===== src/assert_macros.svh =====
// ---------------------------------------------------------------------------
// Assertion macros
// Shared concurrent assertion forms, clocked on clk and disabled in reset.
// ---------------------------------------------------------------------------
`ifndef ASSERT_MACROS_SVH
`define ASSERT_MACROS_SVH

// The consequent must hold in the same cycle as the antecedent.
`define QRC_ASSERT_NOW(lbl, ante, cons, msg) \
	lbl: assert property (@(posedge clk) disable iff (!arst_n) (ante) |-> (cons)) \
		else $error(msg);

// The consequent must hold in the cycle after the antecedent.
`define QRC_ASSERT_NEXT(lbl, ante, cons, msg) \
	lbl: assert property (@(posedge clk) disable iff (!arst_n) (ante) |=> (cons)) \
		else $error(msg);

`endif


===== src/qrc_pkg.sv =====
// ---------------------------------------------------------------------------
// qrc_pkg
// Shared constants, result codes and control types of the root classifier.
// ---------------------------------------------------------------------------
package qrc_pkg;

	localparam int COEF_WIDTH_DEF = 16;

	// Result field widths.
	localparam int KIND_W  = 2;
	localparam int MAG_W   = 33;
	localparam int DROOT_W = 17;
	localparam int RNUM_W  = 17;
	localparam int DEN_W   = 17;
	localparam int PNUM_W  = 18;

	// Root kind codes.
	localparam logic [KIND_W-1:0] KIND_DOUBLE  = 2'd0;
	localparam logic [KIND_W-1:0] KIND_REAL    = 2'd1;
	localparam logic [KIND_W-1:0] KIND_COMPLEX = 2'd2;

	typedef struct packed {
		logic load;     // capture the coefficients
		logic mul;      // form b*b and a*c
		logic disc;     // form the discriminant
		logic mag;      // take the magnitude and seed the square root
		logic sqrt;     // one square-root iteration
		logic out_load; // load the result register
	} qrc_cmd_t;

	typedef struct packed {
		logic out_busy; // result register holds a result that is stalled
	} qrc_status_t;

endpackage


===== src/quadratic_root_classifier.sv =====
// ---------------------------------------------------------------------------
// quadratic_root_classifier
// Classifies the roots of a*x^2 + b*x + c and gives the exact discriminant,
// its integer square root and the root numerators over the denominator 2a.
// ---------------------------------------------------------------------------
//
//  Channel  Handshake                  Fields
//  coef     coef_valid / coef_stall    coef_a, coef_b, coef_c
//  result   result_valid / result_stall root_kind ... root_minus_numerator
//
// One item is in work at a time. After the coefficient transfer the block
// forms the products, the discriminant and the magnitude in turn, then one
// root bit per cycle in the square-root step, and then loads the result
// register. coef_stall stays high from the transfer until the result is
// loaded; a stalled result holds the sequencer in its last step. Reset
// clears only the sequencer and the result valid flag.
//
module quadratic_root_classifier import qrc_pkg::*; #(
	parameter int COEF_WIDTH = COEF_WIDTH_DEF
) (
	input  logic                         clk,
	input  logic                         arst_n,
	input  logic                         coef_valid,
	output logic                         coef_stall,
	input  logic signed [COEF_WIDTH-1:0] coef_a,
	input  logic signed [COEF_WIDTH-1:0] coef_b,
	input  logic signed [COEF_WIDTH-1:0] coef_c,
	output logic                         result_valid,
	input  logic                         result_stall,
	output logic [KIND_W-1:0]            root_kind,
	output logic                         leading_zero,
	output logic                         perfect_square,
	output logic [MAG_W-1:0]             disc_magnitude,
	output logic [DROOT_W-1:0]           disc_root,
	output logic signed [RNUM_W-1:0]     real_numerator,
	output logic signed [DEN_W-1:0]      denominator,
	output logic signed [PNUM_W-1:0]     root_plus_numerator,
	output logic signed [PNUM_W-1:0]     root_minus_numerator
);

	`include "assert_macros.svh"

	localparam int DISC_W = (2 * COEF_WIDTH + 2 > 64) ? 64 : 2 * COEF_WIDTH + 2;
	localparam int ROOT_W = DISC_W / 2;

	qrc_cmd_t    cmd;
	qrc_status_t status;

	qrc_ctrl #(
		.ROOT_W(ROOT_W)
	) u_ctrl (
		.clk       (clk),
		.arst_n    (arst_n),
		.coef_valid(coef_valid),
		.coef_stall(coef_stall),
		.status    (status),
		.cmd       (cmd)
	);

	qrc_datapath #(
		.COEF_WIDTH(COEF_WIDTH)
	) u_datapath (
		.clk                 (clk),
		.arst_n              (arst_n),
		.coef_a              (coef_a),
		.coef_b              (coef_b),
		.coef_c              (coef_c),
		.cmd                 (cmd),
		.status              (status),
		.result_valid        (result_valid),
		.result_stall        (result_stall),
		.root_kind           (root_kind),
		.leading_zero        (leading_zero),
		.perfect_square      (perfect_square),
		.disc_magnitude      (disc_magnitude),
		.disc_root           (disc_root),
		.real_numerator      (real_numerator),
		.denominator         (denominator),
		.root_plus_numerator (root_plus_numerator),
		.root_minus_numerator(root_minus_numerator)
	);

	// A coefficient transfer makes the block busy in the next cycle.
	`QRC_ASSERT_NEXT(a_busy_after_transfer, coef_valid && !coef_stall, coef_stall, "block not busy after a coefficient transfer")

	// A new result never overwrites one that is still stalled.
	`QRC_ASSERT_NOW(a_no_overwrite, cmd.out_load, !(result_valid && result_stall), "stalled result overwritten")

	// Complex roots carry no real root numerators.
	`QRC_ASSERT_NOW(a_complex_zero, result_valid && (root_kind == KIND_COMPLEX), (root_plus_numerator == '0) && (root_minus_numerator == '0), "complex result with nonzero root numerators")

	// A double root means a zero discriminant.
	`QRC_ASSERT_NOW(a_double_zero, result_valid && (root_kind == KIND_DOUBLE), (disc_magnitude == '0) && (disc_root == '0), "double root with nonzero discriminant")

endmodule


===== src/qrc_ctrl.sv =====
// ---------------------------------------------------------------------------
// qrc_ctrl
// Sequencer for the root classifier: walks the datapath through product,
// discriminant, magnitude and square-root steps for one item at a time.
// ---------------------------------------------------------------------------
module qrc_ctrl import qrc_pkg::*; #(
	parameter int ROOT_W = 17
) (
	input  logic        clk,
	input  logic        arst_n,
	input  logic        coef_valid,
	output logic        coef_stall,
	input  qrc_status_t status,
	output qrc_cmd_t    cmd
);

	localparam int CNT_W = $clog2(ROOT_W);

	typedef enum logic [2:0] {
		S_IDLE,
		S_MUL,
		S_DISC,
		S_MAG,
		S_SQRT,
		S_DONE
	} state_t;

	state_t           state_q;
	logic [CNT_W-1:0] iter_q;
	logic             last_iter;

	assign last_iter = (iter_q == CNT_W'(ROOT_W - 1));

	always_ff @(posedge clk or negedge arst_n) begin
		if (!arst_n) begin
			state_q <= S_IDLE;
			iter_q  <= '0;
		end else begin
			unique case (state_q)
				S_IDLE: begin
					if (coef_valid) begin
						state_q <= S_MUL;
					end
				end
				S_MUL:  state_q <= S_DISC;
				S_DISC: state_q <= S_MAG;
				S_MAG: begin
					iter_q  <= '0;
					state_q <= S_SQRT;
				end
				S_SQRT: begin
					iter_q <= iter_q + 1'b1;
					if (last_iter) begin
						state_q <= S_DONE;
					end
				end
				S_DONE: begin
					if (!status.out_busy) begin
						state_q <= S_IDLE;
					end
				end
				default: state_q <= S_IDLE;
			endcase
		end
	end

	assign coef_stall = (state_q != S_IDLE);

	always_comb begin
		cmd          = '0;
		cmd.load     = (state_q == S_IDLE) && coef_valid;
		cmd.mul      = (state_q == S_MUL);
		cmd.disc     = (state_q == S_DISC);
		cmd.mag      = (state_q == S_MAG);
		cmd.sqrt     = (state_q == S_SQRT);
		cmd.out_load = (state_q == S_DONE) && !status.out_busy;
	end

endmodule


===== src/qrc_datapath.sv =====
// ---------------------------------------------------------------------------
// qrc_datapath
// Coefficient registers, products, discriminant, bit-serial integer square
// root and the result register of the root classifier.
// ---------------------------------------------------------------------------
module qrc_datapath import qrc_pkg::*; #(
	parameter int COEF_WIDTH = COEF_WIDTH_DEF
) (
	input  logic                         clk,
	input  logic                         arst_n,
	input  logic signed [COEF_WIDTH-1:0] coef_a,
	input  logic signed [COEF_WIDTH-1:0] coef_b,
	input  logic signed [COEF_WIDTH-1:0] coef_c,
	input  qrc_cmd_t                     cmd,
	output qrc_status_t                  status,
	output logic                         result_valid,
	input  logic                         result_stall,
	output logic [KIND_W-1:0]            root_kind,
	output logic                         leading_zero,
	output logic                         perfect_square,
	output logic [MAG_W-1:0]             disc_magnitude,
	output logic [DROOT_W-1:0]           disc_root,
	output logic signed [RNUM_W-1:0]     real_numerator,
	output logic signed [DEN_W-1:0]      denominator,
	output logic signed [PNUM_W-1:0]     root_plus_numerator,
	output logic signed [PNUM_W-1:0]     root_minus_numerator
);

	// The discriminant needs 2W+2 bits; beyond 64 bits it wraps.
	localparam int DISC_W = (2 * COEF_WIDTH + 2 > 64) ? 64 : 2 * COEF_WIDTH + 2;
	localparam int ROOT_W = DISC_W / 2;
	localparam int PROD_W = 2 * COEF_WIDTH;

	logic signed [COEF_WIDTH-1:0] a_q, b_q, c_q;
	logic signed [PROD_W-1:0]     bb_q, ac_q;
	logic signed [DISC_W-1:0]     disc_q;
	logic [DISC_W-1:0]            mag_q, rem_q, res_q, bit_q;
	logic                         neg_q, zero_q;
	logic                         valid_q;

	logic [DISC_W-1:0]            mag_next;
	logic [DISC_W-1:0]            trial;
	logic [ROOT_W-1:0]            root;

	assign mag_next = disc_q[DISC_W-1] ? DISC_W'(-disc_q) : DISC_W'(disc_q);
	assign trial    = res_q + bit_q;
	assign root     = res_q[ROOT_W-1:0];

	always_ff @(posedge clk) begin
		if (cmd.load) begin
			a_q <= coef_a;
			b_q <= coef_b;
			c_q <= coef_c;
		end
		if (cmd.mul) begin
			bb_q <= b_q * b_q;
			ac_q <= a_q * c_q;
		end
		if (cmd.disc) begin
			disc_q <= DISC_W'(bb_q) - (DISC_W'(ac_q) <<< 2);
		end
		if (cmd.mag) begin
			mag_q  <= mag_next;
			rem_q  <= mag_next;
			res_q  <= '0;
			bit_q  <= {2'b01, {(DISC_W-2){1'b0}}};
			neg_q  <= disc_q[DISC_W-1];
			zero_q <= (disc_q == '0);
		end
		// One result bit per step: subtract the trial value when it fits.
		if (cmd.sqrt) begin
			if (rem_q >= trial) begin
				rem_q <= rem_q - trial;
				res_q <= (res_q >> 1) + bit_q;
			end else begin
				res_q <= res_q >> 1;
			end
			bit_q <= bit_q >> 2;
		end
	end

	// Result register.
	logic signed [63:0] nb_w, den_w, root_w;

	always_comb begin
		nb_w   = -(64'(b_q));
		den_w  = 64'(a_q) <<< 1;
		root_w = signed'(64'(root));
	end

	always_ff @(posedge clk) begin
		if (cmd.out_load) begin
			if (zero_q) begin
				root_kind <= KIND_DOUBLE;
			end else if (neg_q) begin
				root_kind <= KIND_COMPLEX;
			end else begin
				root_kind <= KIND_REAL;
			end
			leading_zero   <= (a_q == '0);
			perfect_square <= (rem_q == '0);
			disc_magnitude <= MAG_W'(mag_q);
			disc_root      <= DROOT_W'(root);
			real_numerator <= RNUM_W'(nb_w);
			denominator    <= DEN_W'(den_w);
			if (neg_q) begin
				root_plus_numerator  <= '0;
				root_minus_numerator <= '0;
			end else begin
				root_plus_numerator  <= PNUM_W'(nb_w + root_w);
				root_minus_numerator <= PNUM_W'(nb_w - root_w);
			end
		end
	end

	always_ff @(posedge clk or negedge arst_n) begin
		if (!arst_n) begin
			valid_q <= 1'b0;
		end else if (cmd.out_load) begin
			valid_q <= 1'b1;
		end else if (!result_stall) begin
			valid_q <= 1'b0;
		end
	end

	assign result_valid    = valid_q;
	assign status.out_busy = valid_q && result_stall;

endmodule


===== config.mk =====
export PLATFORM = sky130hd
export DESIGN_NAME = quadratic_root_classifier
export DESIGN_NICKNAME = d
export VERILOG_FILES = /design/src/qrc_pkg.sv /design/src/quadratic_root_classifier.sv /design/src/qrc_ctrl.sv /design/src/qrc_datapath.sv
export VERILOG_INCLUDE_DIRS = /design/src /design/src/src
export SDC_FILE = /design/constraint.sdc
export NUM_CORES = 2
export LEC_CHECK = 0
export ABC_AREA = 1
export BUFFER_PORTS_ARGS = -buffer_cell sky130_fd_sc_hd__buf_4
export CORE_UTILIZATION = 48
export CTS_BUF_LIST = sky130_fd_sc_hd__clkbuf_8
export DETAILED_ROUTE_END_ITERATION = 10
export GPL_TIMING_DRIVEN = 0
export SLEW_MARGIN = 10
export SYNTH_ARGS = -nofsm -noshare
export SYNTH_HDL_FRONTEND = slang
export SYNTH_HIERARCHICAL = 1
export SYNTH_SLANG_ARGS = --single-unit
export TNS_END_PERCENT = 20

===== constraint.sdc =====
create_clock -name clk -period 28.1 [get_ports clk]
set_input_delay 7.025 -clock clk [delete_from_list [all_inputs] [get_ports clk]]
set_output_delay 7.025 -clock clk [all_outputs]
set_load 0.01 [all_outputs]

==> out/results.txt <==
Hpwl dp: 107 mm
Post-synth EDFFs: 351
Number of I/O pins: 178
Max-slew violation count: 0
Slowest cell on the critical path: dfrtp_1
P&R area growth vs syn: 10.5%
Max stage delay on crit path: 0.47 ns
Num CTS Buffers: 74
Clock root buffer master: clkbuf_8
Post-Syn Instances: 5431
Unrepaired setup endpoints after global routing: false
Setup WS post-layout: 19.40 ns
Worst-skew pair later-pin latency: 0.71 ns
Avg Inst Size Synth: 8.10 sq um
Share of layout cells above drive strength 1: 6.45%
Die Width: 305 um
CTS Hold Bufs: 0
Die area: 92800 sq um
Required time worst endpoint: 21.08 ns
Critical path launch point type: register
Placed Area: 47100 sq um
First-pass detailed-route iteration total: 6
Count of state elements after synthesis: 395
Fraction of the mapped netlist area in adder cells: 31.7%
Total number of yosys warnings: 6
Post-CTS resize count: 0
Initial drt markers: 2940
# rows: 110
Gr ovfl total: 0
Vias: 35759
DR DRC count: 0
DRT antenna net count: 0
CP Max Fanout: 6
Max Cap Viol: 0
Hold WS: 0.415 ns
Critical path class: register to primary output
Final Skew: 0.0398 ns
Post-synthesis compound-gate area fraction: 6.54%
Critical path arrival: 1.68 ns
Initial Util: 48.6%
Routability cong.: 0.997
Post-layout nets: 6572
Final Hold Viols: 0
Vias per Instance: 5.15
First-pass GRT wire length: 198 mm
Seq/Total Area, Yosys: 26.1%
Netlist Area Pre-Place: 44000 sq um
Slew headroom: 39.9%
CTS H-tree depth: 3
Final wirelength: 127 mm
Number of fill cells: 8750
Fin crit period: 8.70 ns
TritonCTS clock tree: built
Largest family of logic cells by synthesized area: adder cells
Core area: 90400 sq um
CTS sink count: 395
Achievable Freq: 0.115 GHz
Wire length per cell: 18.3 um
Fin crit share: 31.0%
Die H: 305 um
Max Buffers Root-to-Sink: 3
Tot GR Track Use: 27.7%
Post-synthesis mux area share: 0.0911%
Post-synth cell types: 56
Xor/xnor share of the synthesized area: 4.02%
Post-Synth Simple-Gate Area: 19.3%
Cell Chain, Critical Path: nor2_4, nand2_1, buf_4
Worst setup EP type: primary output
Outcome: finished, final reports clean
Vias in the first global route: 35202
Main flop type after synthesis: edfxtp_1
Clk pin slew, worst setup/hold paths: 0.06 ns
Post-CTS Setup Inserts: 0
Port buffer count: 176
Final setup violation count: 0
Design Area, Final: 48600 sq um
Antenna violations before repair: 1
Worst slew pin tran: 0.898 ns
Total negative setup slack: 0 ns
Largest net degree at the start of global routing: 30
Hold Path Class: register to register
Worst slack at placement: 18.88 ns
Async SR Flop Fraction: 2.28%
Net Count, Synth: 6299
==> layout make-up <==
type	instances	area (sq um)	area share (%)
well taps	1176	1470	3.03
clock inverters	61	497	1.02
multi-input cells	3629	27200	55.9
plain buffers	136	591	1.22
repair buffers	197	1590	3.28
clock buffers	74	1020	2.10
diodes	1	2.50	0.00515
flip-flops and latches	395	11500	23.6
inverters	1271	4770	9.83
==> critical path: cells and delay by family, from the launching register on <==
kind | cells | cell delay (ns)
flops | 1 | 0.47
simple gates | 2 | 0.32
buf+inv | 1 | 0.18
==> flip-flops by register name, indices dropped and copies added (netlist names), 2 cells and up <==
| name | cells |
|---|---|
| u_datapath/denominator | 16 |
| u_datapath/bit_q | 17 |
| u_datapath/disc_magnitude | 33 |
| u_ctrl/state_q | 3 |
| u_datapath/mag_q | 33 |
| u_datapath/bb_q | 31 |
| u_datapath/ac_q | 32 |
| u_datapath/real_numerator | 17 |
| u_datapath/res_q | 34 |
| u_datapath/disc_q | 33 |
| u_ctrl/iter_q | 5 |
| u_datapath/c_q | 16 |
| u_datapath/a_q | 16 |
| u_datapath/root_minus_numerator | 17 |
| u_datapath/disc_root | 17 |
| u_datapath/root_kind | 2 |
| u_datapath/rem_q | 34 |
| u_datapath/b_q | 16 |
| u_datapath/root_plus_numerator | 18 |
==> kinds of logic after synthesis <==
logic type	Yosys count
compound gates	520
xor+xnor	202
fa+ha+maj	816
buf+inv	1407
flops	395
mux	4
other cells	1
simple gates	2086
==> metal layers <==
metal / vias to the layer above / wire length, um / global-route usage [%]
li1: 17242 / - / -
met1: 17270 / 54900 / 37.5
met2: 1074 / 61200 / 46.8
met3: 173 / 7550 / 3.34
met4: 0 / 3520 / 7.75
met5: - / 0 / 0
==> Yosys cell counts (4+ instances only) <==
cell	instances	area [sq um]
a21boi_0	9	67.6
a21o_1	24	180
a21oi_1	230	1150
a31oi_1	12	75.1
and2_1	4	25.0
and3_1	7	43.8
buf_1	9	33.8
buf_2	9	45.0
buf_6	6	67.6
clkbuf_1	107	402
dfrtp_1	9	225
dfxtp_1	35	701
edfxtp_1	351	10500
fa_1	499	9990
ha_1	317	3970
inv_1	1264	4740
inv_2	5	18.8
mux2i_1	4	40.0
nand2_1	1320	4950
nand2_2	7	43.8
nand3_1	223	1120
nand3b_1	10	75.1
nand4_1	39	244
nor2_1	388	1460
nor3_1	44	220
nor4_1	18	113
o211ai_1	7	52.6
o21a_1	17	128
o21ai_0	174	871
o21ai_1	6	30.0
o21bai_1	21	158
o221ai_1	4	35.0
o31ai_1	7	52.6
or2_2	12	75.1
xnor2_1	76	666
xor2_1	126	1100
==> cell usage in the layout (no fill, tap or decap), types with 21 or more instances in the layout <==
cell / count
buf_4: 186
clkbuf_1: 107
ha_1: 317
xor2_1: 126
fa_1: 499
dfxtp_1: 35
xnor2_1: 76
a21o_1: 24
o21ai_0: 174
edfxtp_1: 351
o21bai_1: 21
nand3_1: 223
inv_1: 1278
nand2_1: 1319
nor3_1: 42
clkbuf_8: 74
nor2_1: 386
nand4_1: 39
a21oi_1: 230
==> final timing paths <==
path / startpoint / end / slack [ns] / depth (start not counted)
min: u_datapath/mag_q[11] / u_datapath/disc_magnitude[11] / 0.41 / 0
min in group asynchronous: arst_n / u_ctrl/iter_q[2] / 6.14 / 1
max in group asynchronous: arst_n / u_ctrl/iter_q[3] / 21.83 / 1
min reg2reg: u_datapath/mag_q[11] / u_datapath/disc_magnitude[11] / 0.41 / 0
max: u_ctrl/state_q[0] / coef_stall / 19.40 / 3
max reg2reg: u_datapath/b_q[6] / u_datapath/bb_q[31] / 20.96 / 21
==> through the flow <==
stage / cells / utilization (%)
final: 6940 / 53.7
after global routing: 6940 / 53.7
after CTS: 6939 / 53.7
after detailed placement: 6804 / 52.0
after global placement: 6783 / 51.7
after floorplan: 5431 / -
Power is left out: the tool's default activity adds up to more than one toggle a clock period on the data nets, which glitch-free logic cannot reach.
